## src/lec_pkg.sv

```systemverilog
package lec_pkg;

  localparam logic [7:0] CharCr = 8'h0D;
  localparam logic [7:0] CharLf = 8'h0A;

  // newline_mode codes; the spare code behaves as CR LF
  localparam logic [1:0] ModeCrLf = 2'd0;
  localparam logic [1:0] ModeLf   = 2'd1;
  localparam logic [1:0] ModeCr   = 2'd2;

  // classified request: line endings to emit, then an optional data byte
  typedef struct packed {
    logic [1:0] n_end;
    logic       has_byte;
    logic [7:0] data;
    logic       fin;
  } lec_cmd_t;

endpackage

```

## src/lec_front.sv

```systemverilog
module lec_front import lec_pkg::*; (
  input  logic       clk_i,
  input  logic       rst_ni,
  input  logic       in_valid_i,
  output logic       in_ready_o,
  input  logic [7:0] in_byte_i,
  input  logic       in_final_i,
  output logic       push_o,
  output lec_cmd_t   cmd_o,
  input  logic       full_i
);

  logic cr_pending_q, cr_pending_d;
  logic accept;

  assign in_ready_o = ~full_i;
  assign accept     = in_valid_i & ~full_i;

  always_comb begin
    cmd_o          = '0;
    cmd_o.data     = in_byte_i;
    cmd_o.fin      = in_final_i;
    cmd_o.n_end    = {1'b0, cr_pending_q};
    cr_pending_d   = cr_pending_q;
    if (accept) begin
      cr_pending_d = 1'b0;
      // an LF right after a held CR only completes the pair
      if (!(cr_pending_q && in_byte_i == CharLf)) begin
        if (in_byte_i == CharCr) begin
          if (in_final_i) begin
            cmd_o.n_end = cmd_o.n_end + 2'd1;
          end else begin
            cr_pending_d = 1'b1;
          end
        end else if (in_byte_i == CharLf) begin
          cmd_o.n_end = cmd_o.n_end + 2'd1;
        end else begin
          cmd_o.has_byte = 1'b1;
        end
      end
    end
  end

  // a held CR with nothing pending yields no output, so nothing is queued
  assign push_o = accept & ((cmd_o.n_end != 2'd0) | cmd_o.has_byte);

  always_ff @(posedge clk_i or negedge rst_ni) begin
    if (!rst_ni) begin
      cr_pending_q <= 1'b0;
    end else begin
      cr_pending_q <= cr_pending_d;
    end
  end

endmodule

```

## src/lec_fifo.sv

```systemverilog
module lec_fifo import lec_pkg::*; #(
  parameter int unsigned Depth = 2
) (
  input  logic     clk_i,
  input  logic     rst_ni,
  input  logic     push_i,
  input  lec_cmd_t wdata_i,
  output logic     full_o,
  input  logic     pop_i,
  output lec_cmd_t rdata_o,
  output logic     empty_o
);

  localparam int unsigned PtrW = (Depth > 1) ? $clog2(Depth) : 1;
  localparam int unsigned CntW = $clog2(Depth + 1);
  localparam logic [PtrW-1:0] LastPtr = PtrW'(Depth - 1);

  lec_cmd_t        mem_q [Depth];
  logic [PtrW-1:0] wptr_q, rptr_q;
  logic [CntW-1:0] cnt_q;
  logic            do_push, do_pop;

  assign full_o  = (cnt_q == CntW'(Depth));
  assign empty_o = (cnt_q == '0);
  assign rdata_o = mem_q[rptr_q];
  assign do_push = push_i & ~full_o;
  assign do_pop  = pop_i & ~empty_o;

  always_ff @(posedge clk_i) begin
    if (do_push) begin
      mem_q[wptr_q] <= wdata_i;
    end
  end

  always_ff @(posedge clk_i or negedge rst_ni) begin
    if (!rst_ni) begin
      wptr_q <= '0;
      rptr_q <= '0;
      cnt_q  <= '0;
    end else begin
      if (do_push) begin
        wptr_q <= (wptr_q == LastPtr) ? '0 : wptr_q + PtrW'(1);
      end
      if (do_pop) begin
        rptr_q <= (rptr_q == LastPtr) ? '0 : rptr_q + PtrW'(1);
      end
      if (do_push && !do_pop) begin
        cnt_q <= cnt_q + CntW'(1);
      end else if (do_pop && !do_push) begin
        cnt_q <= cnt_q - CntW'(1);
      end
    end
  end

endmodule

```

## src/lec_back.sv

```systemverilog
module lec_back import lec_pkg::*; (
  input  logic       clk_i,
  input  logic       rst_ni,
  input  logic [1:0] mode_i,
  input  lec_cmd_t   cmd_i,
  input  logic       empty_i,
  output logic       pop_o,
  output logic       out_valid_o,
  input  logic       out_ready_i,
  output logic [7:0] out_byte_o,
  output logic       run_last_o,
  output logic       stream_end_o
);

  logic [1:0] pos_q;
  logic       valid_q;
  logic [7:0] byte_q;
  logic       last_q, end_q;

  logic       two_byte;
  logic [2:0] end_cnt, total, pos_next;
  logic       load, is_last;
  logic [7:0] sel_byte;

  assign two_byte = (mode_i != ModeLf) && (mode_i != ModeCr);
  assign end_cnt  = two_byte ? {cmd_i.n_end, 1'b0} : {1'b0, cmd_i.n_end};
  assign total    = end_cnt + {2'b00, cmd_i.has_byte};
  assign pos_next = {1'b0, pos_q} + 3'd1;
  assign is_last  = (pos_next == total);
  assign load     = ~empty_i & (~valid_q | out_ready_i);
  assign pop_o    = load & is_last;

  always_comb begin
    if ({1'b0, pos_q} < end_cnt) begin
      if (two_byte) begin
        sel_byte = pos_q[0] ? CharLf : CharCr;
      end else begin
        sel_byte = (mode_i == ModeLf) ? CharLf : CharCr;
      end
    end else begin
      sel_byte = cmd_i.data;
    end
  end

  always_ff @(posedge clk_i or negedge rst_ni) begin
    if (!rst_ni) begin
      pos_q   <= '0;
      valid_q <= 1'b0;
    end else begin
      if (load) begin
        valid_q <= 1'b1;
        pos_q   <= is_last ? 2'd0 : pos_next[1:0];
      end else if (out_ready_i) begin
        valid_q <= 1'b0;
      end
    end
  end

  always_ff @(posedge clk_i) begin
    if (load) begin
      byte_q <= sel_byte;
      last_q <= is_last;
      end_q  <= is_last & cmd_i.fin;
    end
  end

  assign out_valid_o  = valid_q;
  assign out_byte_o   = byte_q;
  assign run_last_o   = last_q;
  assign stream_end_o = end_q;

endmodule

```

## src/line_ending_converter_core.sv

```systemverilog
// Line ending converter: rewrites CR LF, lone CR and lone LF to the chosen form.
// Path: an accepted request is written into the queue, then its bytes are registered in the output register.
// Throughput: one input request per cycle while the queue is not full; output one byte per
//   cycle while the receiver is ready. An input yields 0 to 4 bytes (2 for a line ending in CR LF mode).
// Reset (rst_ni low, async): no CR held, queue and output register empty, mode CR LF.
module line_ending_converter_core import lec_pkg::*; #(
  parameter int unsigned FifoDepth = 2
) (
  input  logic       clk_i,
  input  logic       rst_ni,
  // configuration: newline_mode, always ready
  input  logic       cfg_valid_i,
  output logic       cfg_ready_o,
  input  logic [1:0] cfg_data_i,
  // input stream
  input  logic       s_axis_tvalid,
  output logic       s_axis_tready,
  input  logic [7:0] s_axis_tdata,   // [7:0] in_byte
  input  logic       s_axis_tlast,   // final_byte
  // output stream
  output logic       m_axis_tvalid,
  input  logic       m_axis_tready,
  output logic [7:0] m_axis_tdata,   // [7:0] out_byte
  output logic       m_axis_tlast,   // run_last
  output logic       m_axis_tuser    // [0] stream_end
);

  logic [1:0] mode_q;
  lec_cmd_t   push_cmd, head_cmd;
  logic       push, full, pop, empty;

  // the user must rewrite mode only while idle (the block does not enforce it), so the back end reads it live
  assign cfg_ready_o = 1'b1;

  always_ff @(posedge clk_i or negedge rst_ni) begin
    if (!rst_ni) begin
      mode_q <= ModeCrLf;
    end else if (cfg_valid_i) begin
      mode_q <= cfg_data_i;
    end
  end

  // front: tracks the held CR and turns each byte into an endings+byte request, except a CR it holds back
  lec_front u_front (
    .clk_i      (clk_i),
    .rst_ni     (rst_ni),
    .in_valid_i (s_axis_tvalid),
    .in_ready_o (s_axis_tready),
    .in_byte_i  (s_axis_tdata),
    .in_final_i (s_axis_tlast),
    .push_o     (push),
    .cmd_o      (push_cmd),
    .full_i     (full)
  );

  // short request queue decoupling the two sides
  lec_fifo #(
    .Depth (FifoDepth)
  ) u_fifo (
    .clk_i   (clk_i),
    .rst_ni  (rst_ni),
    .push_i  (push),
    .wdata_i (push_cmd),
    .full_o  (full),
    .pop_i   (pop),
    .rdata_o (head_cmd),
    .empty_o (empty)
  );

  // back: expands each request into bytes, one per cycle while the receiver is ready, into the output register
  lec_back u_back (
    .clk_i        (clk_i),
    .rst_ni       (rst_ni),
    .mode_i       (mode_q),
    .cmd_i        (head_cmd),
    .empty_i      (empty),
    .pop_o        (pop),
    .out_valid_o  (m_axis_tvalid),
    .out_ready_i  (m_axis_tready),
    .out_byte_o   (m_axis_tdata),
    .run_last_o   (m_axis_tlast),
    .stream_end_o (m_axis_tuser)
  );

endmodule

```

## config.mk

```make
export PLATFORM = sky130hd
export DESIGN_NAME = line_ending_converter_core
export DESIGN_NICKNAME = d
export VERILOG_FILES = /design/src/lec_pkg.sv /design/src/lec_front.sv /design/src/lec_fifo.sv /design/src/lec_back.sv /design/src/line_ending_converter_core.sv
export SDC_FILE = /design/constraint.sdc
export NUM_CORES = 1
export LEC_CHECK = 0
export BUFFER_PORTS_ARGS = -buffer_cell sky130_fd_sc_hd__buf_4
export CAP_MARGIN = 20
export CORE_ASPECT_RATIO = 1.2
export CORE_MARGIN = 5
export CORE_UTILIZATION = 51
export DETAILED_ROUTE_END_ITERATION = 10
export PLACE_DENSITY_LB_ADDON = 0.08
export SYNTH_ARGS = -nofsm -noshare
export SYNTH_HDL_FRONTEND = slang
export SYNTH_HIERARCHICAL = 1
export SYNTH_SLANG_ARGS = --single-unit
```

## constraint.sdc

```tcl
create_clock -name clk_i -period 2.5 [get_ports clk_i]
set_input_delay 0.375 -clock clk_i [delete_from_list [all_inputs] [get_ports clk_i]]
set_output_delay 0.375 -clock clk_i [all_outputs]
set_load 0.02 [all_outputs]
```

==> out/qor.yml, run 1 <==
worst_hold_path.endpoint: "u_fifo/mem_q[0][0]$_DFFE_PP_"
synth_edf_count: 34
rr_worst_depth: 11
grt.total_usage: 0.140
antenna_found_initial: 0
hp-start: "s_axis_tlast"
synthAdderAreaFrac: 0.0511
clock_sinks: 44
drv_cap: 0
reg2reg_slack_ps: -20
synthMuxAreaShare: 0.0915
ys.flop_type: "edfxtp_1"
finalSetupViolations: 1
hpwl_mm: 2.74
ant_nets: 0
clock.fmax_ghz: 0.396
ir_drop_v: 0.000504
worst_ep_required_time_ps: 2670
syn_area_per_cell_um2: 13.6
syn_nets: 187
drive_above_1_share: 0.449
status: "finished, violations left"
crit_type: "register to register"
initial_core_util: 0.521
htree_num_levels: 2
syn-instance-count: 162
io_buffers: 27
synth_common_cells: "34 x edfxtp_1, 10 x buf_4, 10 x dfrtp_1"
tightest_slew_ps: 540
yosysSeqAreaShare: 0.577
cts_tree: "yes"
vias: 1343
synth-seq-cells: 44
clock_path_buffers: 2
first_pass_iters: 4
netlist_area_mm2: 0.00220
gp_congestion: 0.945
clk_pin_slew_ps: 70
layout_min_cycle_time_ps: 2520
clock_latency_ps: 290
yosysWarnings: 6
fin_crit_sh: 1.01
drv_slew: 0
grt_max_degree: 14
skew_ps: 2.29
cts-root-buf: "clkbuf_8"
hold_viol_final: 0
netlist.area_leader.share: 0.464
die_w_um: 70.0
fp.dieH_um: 82.0
synth_xor_area_frac: 0.0392
yosys.cell_types.count: 44
p_per_area_mw_per_mm2: 1180
grt_pass1_wl_mm: 6.15
drcViolationCount: 0
start_kind: "register"
synth_compound_area_frac: 0.0716
reg2reg_from: "u_fifo/rptr_q$_DFFE_PN0P_"
finalSetupTns_ps: -22.2
diodes: 0
rsz0062_at_grt: "true"
pin_count: 29
synth_top_family_by_area: "simple AND/OR/NAND/NOR gates"
vias_per_cell: 4.97
violations: "negative setup slack"
ys_top_cells_by_area: "edfxtp_1 46%, dfrtp_1 11%, mux2_4 6.1%, ha_1 5.1%, buf_4 3.4%"
dieArea_mm2: 0.00574
worstSetupEndpointType: "register"
hold_class: "input pin to register"
r2r_end: "u_fifo/cnt_q[1]$_DFFE_PN0P_"
area_delta_synth_final_pct: 26.5
crit_arrival_ps: 2690
overflow: 0
p_leak_nw: 1.17
finalNetCount: 238
rows: 26
crit_path_max_fanout: 4
yosysTopAreaCell: "edfxtp_1"
synthSimpleGateAreaFrac: 0.113
final_util: 0.659
synth_most_common_cell: "edfxtp_1"
slew_headroom: 0.637
drt_wl_total_mm: 3.45
core_mm2: 0.00423
holdPathStages: 1
cts_made_buffers: 5
drtIter0Drc: 37
grt_pass1_vias: 1411
async_reset_ff_frac: 0.227
fin_ws_ps: -22.2
wl_per_cell_um: 12.8
-- sequential cells by signal (all words and copies together), names as in the netlist --
name	cells
mode_q	2
u_back/out_byte_o	8
u_back/out_valid_o	1
u_back/pos_q	2
u_back/run_last_o	1
u_back/stream_end_o	1
u_fifo/cnt_q	2
u_fifo/mem_q	24
u_fifo/rptr_q	1
u_fifo/wptr_q	1
u_front/cr_pending_q	1
-- how the worst max path moves through the flow --
stage                              startpoint                      endpoint  slack [ps]  cells past startpoint
finish              u_fifo/rptr_q$_DFFE_PN0P_   u_fifo/cnt_q[1]$_DFFE_PN0P_         -20                     11
global route        u_fifo/rptr_q$_DFFE_PN0P_   u_fifo/cnt_q[1]$_DFFE_PN0P_        -160                     12
CTS                 u_fifo/rptr_q$_DFFE_PN0P_   u_fifo/cnt_q[1]$_DFFE_PN0P_         -30                     11
detailed placement            s_axis_tdata[5]  u_fifo/mem_q[1][7]$_DFFE_PP_        -320                      7
global placement              s_axis_tdata[5]  u_fifo/mem_q[1][7]$_DFFE_PP_        -220                      7
floorplan           u_fifo/rptr_q$_DFFE_PN0P_   u_fifo/cnt_q[1]$_DFFE_PN0P_         -60                     12
-- stage by stage --
step	setup slack, ps	hold slack [ps]	instances	area (um2)	power (mW)
6_report	-22.2	300	270	2790	3.28
5_1_grt	-157	286	270	2790	3.53
3_3_place_gp	-218	208	256	2610	2.71
3_5_place_dp	-324	210	256	2610	2.76
4_1_cts	-31.7	292	269	2760	3.26
2_1_floorplan	-64.9	79.4	162	2240	2.27
-- placed cells by master (no fill, tap or decap), types with 6 or more instances in the layout --
| cell type | netlist | routed |
|---|---|---|
| nand2_1 | 7 | 7 |
| mux2_4 | 9 | 9 |
| dfrtp_1 | 10 | 9 |
| edfxtp_1 | 34 | 34 |
| nor2_1 | 8 | 6 |
| inv_1 | 9 | 8 |
| buf_4 | 10 | 52 |
-- where the power goes --
group	switching [mW]	internal (mW)	total, mW
sequential	0.114	1.11	1.23
combinational	0.790	0.861	1.65
clock	0.212	0.193	0.406
total	1.12	2.17	3.28
-- logic make-up after synthesis --
kind of cell / after synthesis
AND/OR/NAND/NOR: 43
multiplexers: 15
adder cells (fa/ha/maj): 9
XOR/XNOR: 9
other: 1
buffers and inverters: 20
AO/OA/AOI/OAI: 21
flip-flops: 44
-- what timing repair did --
item,CTS,global route
gates resized for setup,7,3
setup buffers,4,1
hold buffers,1,0
endpoints found under the setup margin,14,2
endpoints found under the hold margin,10,0
gates cloned,0,0
pin swaps,5,1
-- layer usage --
layer,global-route usage,routed length [um]
met1,0.145,1310
met2,0.257,1870
met3,0.0441,188
met4,0.0690,91
met5,0,0
-- worst max-delay path, stage by stage, from the launching register on --
cell	delay (ps)
dfrtp_2	450
mux2_4	330
nor2b_4	140
ha_4	160
ha_4	160
xor2_2	150
xnor2_2	150
nor3_2	200
o21ai_1	120
ha_2	360
nor2_2	50
xor2_1	150
-- cell type report --
class / instances / area, um2
fill: 344 / 1440
sequential: 44 / 1270
multi-input combinational: 98 / 895
timing repair buffer: 55 / 432
clock buffer: 6 / 72.6
tap: 56 / 70.1
inverter: 9 / 33.8
clock inverter: 2 / 11.3
(Power assumes the default switching activity.)
==> run 2: changes to the inputs <==
ABC_AREA = 1   (was default)
BUFFER_PORTS_ARGS = -buffer_cell sky130_fd_sc_hd__buf_2   (was -buffer_cell sky130_fd_sc_hd__buf_4)
CELL_PAD_IN_SITES_DETAIL_PLACEMENT = 2   (was default)
CELL_PAD_IN_SITES_GLOBAL_PLACEMENT = 2   (was default)
CORE_UTILIZATION = 32   (was 51)
==> out/qor.yml, run 2 <==
fp.dieH_um: 103  # +25%
finalSetupViolations: 0  # -1
drv_slew: 0  # unchanged
instances_no_fill: 370  # +37%
syn_nets: 268  # +43%
hold_viol_final: 0  # unchanged
finalNetCount: 307  # +29%
rr_worst_depth: 17  # +6
cp.depth: 17  # +6
cts_made_buffers: 5  # unchanged
start_kind: "register"
crit_type: "register to register"
syn_area_per_cell_um2: 9.42  # -31%
syn-instance-count: 243  # +50%
clock_sinks: 44  # unchanged
initial_core_util: 0.332  # -0.189
synth-seq-cells: 44  # unchanged
crit_slowest_cell: "dfrtp_1"
synth_compound_area_frac: 0.0284  # -0.0432
cts_tree: "yes"
synth_common_cells: "84 x nand2_1, 35 x inv_1, 34 x edfxtp_1"
vias: 1659  # +24%
drt_wl_total_mm: 5.07  # +47%
drv_cap: 0  # unchanged
cp_num_buf_inv: 3  # +3
clk_pin_slew_ps: 90  # +20 ps
yosysTopAreaCell: "edfxtp_1"
yosys.cell_types.count: 26  # -41%
core_mm2: 0.00690  # +63%
ant_nets: 0  # unchanged
fillers: 780  # +130%
drtIter0Drc: 25  # -32%
wl_per_cell_um: 13.7  # +7.2%
hold_class: "input pin to register"
worst_ep_required_time_ps: 2690  # +20 ps
ys.flop_type: "edfxtp_1"
overflow: 0  # unchanged
pin_count: 29  # unchanged
max_stage_delay_ps: 420  # -30 ps
path_cells: "ha_4, nand2_1, o21ai_2, inv_2, ha_4, inv_1, nand2_1, nand2_1, nor2_2, nand2_2, nor2_4, o21ai_4, ha_4, inv_2, nand3_2, nand2_1, nand2_1"
total_power_mw: 3.08  # -6.1%
path_delay_family: "adder cells"
diodes: 0  # unchanged
drcViolationCount: 0  # unchanged
placed_cells: 355  # +39%
largest_register_ff_count: 24  # unchanged
synthSimpleGateAreaFrac: 0.260  # +0.147
grt_pass1_vias: 1846  # +31%
synth_xor_area_frac: 0.00383  # -0.0354
gp_congestion: 0.759  # -20%
first_pass_iters: 3  # -1
reg2reg_slack_ps: 150  # +170 ps
synth_edf_count: 34  # unchanged
synth_most_common_cell: "nand2_1"
fin_crit_sh: 0.939  # -0.0697
clock.fmax_ghz: 0.426  # +7.4%
grt_pass1_wl_mm: 8.62  # +40%
synth_top_family_by_area: "simple AND/OR/NAND/NOR gates"
rows: 33  # +27%
regMostFlops: "u_fifo/mem_q"
htree_num_levels: 2  # unchanged
clock_path_buffers: 2  # unchanged
p_leak_nw: 1.34  # +14%
worstSetupEndpointType: "register"
vias_per_cell: 4.48  # -9.9%
drive_above_1_share: 0.311  # -0.138
antenna_found_initial: 0  # unchanged
grt.total_usage: 0.125  # -0.0147
cts-root-buf: "clkbuf_8"
crit_top_cell: "nand2_1"
netlist_area_mm2: 0.00229  # +3.9%
crit_arrival_ps: 2540  # -150 ps
layout_min_cycle_time_ps: 2350  # -174 ps
status: "complete, no violations"
hpwl_mm: 3.82  # +40%
grt_max_degree: 16  # +2
yosysSeqAreaShare: 0.555  # -0.0218
die_w_um: 87.2  # +25%
skew_ps: 5.67  # +3.38 ps
yosysWarnings: 6  # unchanged
crit_path_max_fanout: 6  # +2
clock_latency_ps: 290  # about the same
final_common_cell: "nand2_1"
finalSetupTns_ps: 0  # +22.2 ps
io_buffers: 27  # unchanged
holdPathStages: 3  # +2
final_cell_mix: "84 x nand2_1, 34 x edfxtp_1, 32 x inv_1, 27 x buf_2, 14 x buf_4"
area_delta_synth_final_pct: 21.9
dieArea_mm2: 0.00895  # +56%
synthMuxAreaShare: 0  # -0.0915
p_per_area_mw_per_mm2: 1100  # -6.2%
ir_drop_v: 0.000484  # -3.9%
ys_top_cells_by_area: "edfxtp_1 45%, nand2_1 14%, dfrtp_1 11%, inv_1 5.7%, ha_1 4.9%"
async_reset_ff_frac: 0.227  # unchanged
synthAdderAreaFrac: 0.0492  # -0.00193
netlist.area_leader.share: 0.446  # -0.0175
[run 2: cell types whose count changed after synthesis, moves of 8 or more]
cell and change:
nand2_1 +77, inv_1 +26, mux2_4 -9, nand2_2 +8, nand3_1 +8
[run 2: worst register-to-register path, delay by kind of cell, from the launching register on]
kind / cells / cell delay (ps)
AO/OA/AOI/OAI: 2 / 170
buffers and inverters: 3 / 150
AND/OR/NAND/NOR: 9 / 700
flip-flops: 1 / 420
adder cells (fa/ha/maj): 3 / 810
[run 2: cell type report]
type	instances	area, um2	share of cell area
sequential	44	1270	0.456
multi-input combinational	148	863	0.309
timing repair buffer	44	282	0.101
inverter	39	149	0.0534
tap	87	109	0.0390
clock buffer	5	68.8	0.0247
clock inverter	3	46.3	0.0166
[run 2: final timing paths]
kind | startpoint | end
max | mode_q[0]$_DFFE_PN0P_ | u_fifo/cnt_q[1]$_DFFE_PN0P_
min | cfg_data_i[1] | mode_q[1]$_DFFE_PN0P_
max reg2reg | mode_q[0]$_DFFE_PN0P_ | u_fifo/cnt_q[1]$_DFFE_PN0P_
min reg2reg | mode_q[1]$_DFFE_PN0P_ | mode_q[1]$_DFFE_PN0P_
max in group asynchronous | rst_ni | u_fifo/rptr_q$_DFFE_PN0P_
min in group asynchronous | rst_ni | u_fifo/cnt_q[1]$_DFFE_PN0P_
[run 2: per-stage QoR]
step / setup WS, ps / hold slack, ps / instance area, um2 / util
final: 152 / 287 / 2790 / 0.405
after global routing: -32.5 / 273 / 2790 / 0.405
after CTS: 11.5 / 280 / 2740 / 0.398
after detailed placement: -224 / 274 / 2540 / 0.368
after global placement: -57.5 / 271 / 2540 / 0.368
after floorplan: 12.1 / 79.4 / 2290 / -
[run 2: kinds of logic (layout without fill, tap and decap cells)]
family                   count (synthesis)  in the layout
XOR/XNOR                                 1              1
other                                    1              1
buffers and inverters                   51             91
adder cells (fa/ha/maj)                  9              9
flip-flops                              44             44
AO/OA/AOI/OAI                           10             10
AND/OR/NAND/NOR                        127            127
[run 2: power by group]
group | internal [mW] | leakage (nW) | switching (mW) | total [mW]
Sequential | 1.04 | 0.440 | 0.0878 | 1.13
Combinational | 0.525 | 0.848 | 0.876 | 1.40
Clock | 0.301 | 0.0548 | 0.248 | 0.549
Total | 1.87 | 1.34 | 1.21 | 3.08
[run 2: per-layer routing]
metal  vias up  GRT usage  part of all wire
met5         -          0                 0
met4         0     0.0472             0.017
met3         4     0.0224             0.026
met2        23      0.230              0.55
met1       804      0.144              0.40
li1        828          -                 -
[run 2: timing repair]
action                                  in CTS  in global routing
pin swaps                                    4                  4
cloned                                       0                  0
endpoints found under the setup margin       2                  2
resized for setup                           11                  9
hold endpoints to repair                    10                  0
buffers inserted                             5                  1
hold buffers                                 1                  0
==> run 3: changes to the inputs <==
RECOVER_POWER = 50   (was default)
==> out/qor.yml, run 3 (synthesis results as in run 2) <==
area_delta_synth_final_pct: 20.6
final_cell_mix: "84 x nand2_1, 34 x edfxtp_1, 32 x inv_1, 22 x clkbuf_1, 13 x buf_4"
grt.total_usage: 0.125  # unchanged
fp.dieH_um: 103  # unchanged
first_pass_iters: 3  # unchanged
finalSetupViolations: 0  # unchanged
total_power_mw: 3.05  # -0.90%
final_common_cell: "nand2_1"
p_leak_nw: 1.28  # -4.5%
path_delay_family: "adder cells"
worst_hold_path.endpoint: "mode_q[1]$_DFFE_PN0P_"
worst_ep_required_time_ps: 2690  # about the same
gp_congestion: 0.759  # unchanged
p_per_area_mw_per_mm2: 1110  # +0.17%
initial_core_util: 0.332  # unchanged
crit_path_max_fanout: 6  # unchanged
tightest_slew_ps: 652
grt_pass1_vias: 1846  # unchanged
core_mm2: 0.00690  # unchanged
regMostFlops: "u_fifo/mem_q"
layout_min_cycle_time_ps: 2350  # -0.534 ps
wl_per_cell_um: 13.8  # +0.53%
dieArea_mm2: 0.00895  # unchanged
reg2reg_from: "mode_q[0]$_DFFE_PN0P_"
io_buffers: 27  # unchanged
cp_num_buf_inv: 3  # unchanged
htree_num_levels: 2  # unchanged
final_util: 0.400  # -0.00435
start_kind: "register"
clock_latency_ps: 290  # about the same
ant_nets: 0  # unchanged
grt_max_degree: 16  # unchanged
crit_top_cell: "nand2_1"
r2r_end: "u_fifo/cnt_q[1]$_DFFE_PN0P_"
crit_type: "register to register"
vias: 1659  # unchanged
drcViolationCount: 0  # unchanged
pin_count: 29  # unchanged
clock_sinks: 44  # unchanged
vias_per_cell: 4.48  # unchanged
ir_drop_v: 0.000467  # -3.5%
fin_crit_sh: 0.939  # about the same
diodes: 0  # unchanged
overflow: 0  # unchanged
holdPathStages: 3  # unchanged
hp-start: "cfg_data_i[1]"
antenna_found_initial: 0  # unchanged
cts_tree: "yes"
drv_slew: 0  # unchanged
path_cells: "ha_4, nand2_1, o21ai_2, inv_2, ha_4, inv_1, nand2_1, nand2_1, nor2_2, nand2_2, nor2_4, o21ai_4, ha_4, inv_2, nand3_2, nand2_1, nand2_1"
die_w_um: 87.2  # unchanged
cts-root-buf: "clkbuf_8"
hpwl_mm: 3.82  # unchanged
hold_class: "input pin to register"
grt_pass1_wl_mm: 8.62  # unchanged
drt_wl_total_mm: 5.10  # +0.53%
slew_headroom: 0.565
status: "complete, no violations"
rr_worst_depth: 17  # unchanged
largest_register_ff_count: 24  # unchanged
clock.fmax_ghz: 0.426  # about the same
reg2reg_slack_ps: 150  # about the same
hold_viol_final: 0  # unchanged
cts_made_buffers: 5  # unchanged
clk_pin_slew_ps: 90  # about the same
crit_arrival_ps: 2540  # about the same
max_stage_delay_ps: 420  # about the same
worstSetupEndpointType: "register"
cp.depth: 17  # unchanged
finalNetCount: 307  # unchanged
clock_path_buffers: 2  # unchanged
drive_above_1_share: 0.230  # -0.0813
crit_slowest_cell: "dfrtp_1"
skew_ps: 5.76  # +0.0859 ps
drtIter0Drc: 25  # unchanged
drv_cap: 0  # unchanged
rows: 33  # unchanged
-- run 3: timing repair --
| item | CTS | global route |
|---|---|---|
| cloned | 0 | 0 |
| pin swaps | 4 | 4 |
| endpoints found under the setup margin | 2 | 2 |
| endpoints found under the hold margin | 10 | 0 |
| buffers inserted | 5 | 1 |
| hold buffers | 1 | 0 |
| gates resized for setup | 11 | 9 |
-- run 3: routing by layer --
metal / GRT usage / vias to the layer above / wire length, um
li1: - / 830 / -
met1: 0.144 / 802 / 2070
met2: 0.230 / 23 / 2800
met3: 0.0224 / 4 / 143
met4: 0.0472 / 0 / 85
met5: 0 / - / 0
-- run 3: worst min-delay path, stage by stage --
cell and delay [ps]:
buf_2 80, nand2_1 40, nand2_1 50
-- run 3: worst max path at each step --
stage / from / end / slack [ps]
final: mode_q[0]$_DFFE_PN0P_ / u_fifo/cnt_q[1]$_DFFE_PN0P_ / 150
after global routing: mode_q[0]$_DFFE_PN0P_ / u_fifo/cnt_q[1]$_DFFE_PN0P_ / -30
after CTS: u_fifo/rptr_q$_DFFE_PN0P_ / u_fifo/cnt_q[1]$_DFFE_PN0P_ / 10
after detailed placement: mode_q[0]$_DFFE_PN0P_ / u_fifo/cnt_q[1]$_DFFE_PN0P_ / -220
after global placement: mode_q[0]$_DFFE_PN0P_ / u_fifo/cnt_q[1]$_DFFE_PN0P_ / -60
after floorplan: u_fifo/rptr_q$_DFFE_PN0P_ / u_fifo/cnt_q[1]$_DFFE_PN0P_ / 10
-- run 3: through the flow --
stage | cells | setup WS, ps | TNS, ps | hold WS [ps] | instance area [um2]
CTS | 369 | 11.5 | 0 | 280 | 2740
global route | 370 | -31.1 | -31.1 | 282 | 2760
global placement | 355 | -57.5 | -57.5 | 271 | 2540
detailed placement | 355 | -224 | -274 | 274 | 2540
floorplan | 243 | 12.1 | 0 | 79.4 | 2290
finish | 370 | 153 | 0 | 287 | 2760
-- run 3: layout make-up --
cell class	instances	area, um2
fill	793	4140
sequential	44	1270
multi-input combinational	148	861
timing repair buffer	44	254
inverter	39	149
tap	87	109
clock buffer	5	68.8
clock inverter	3	46.3
-- run 3: where the power goes --
part | total (mW) | internal (mW) | switching (mW)
clock network | 0.549 | 0.301 | 0.248
logic | 1.37 | 0.494 | 0.877
registers | 1.13 | 1.05 | 0.0891
total | 3.05 | 1.84 | 1.21
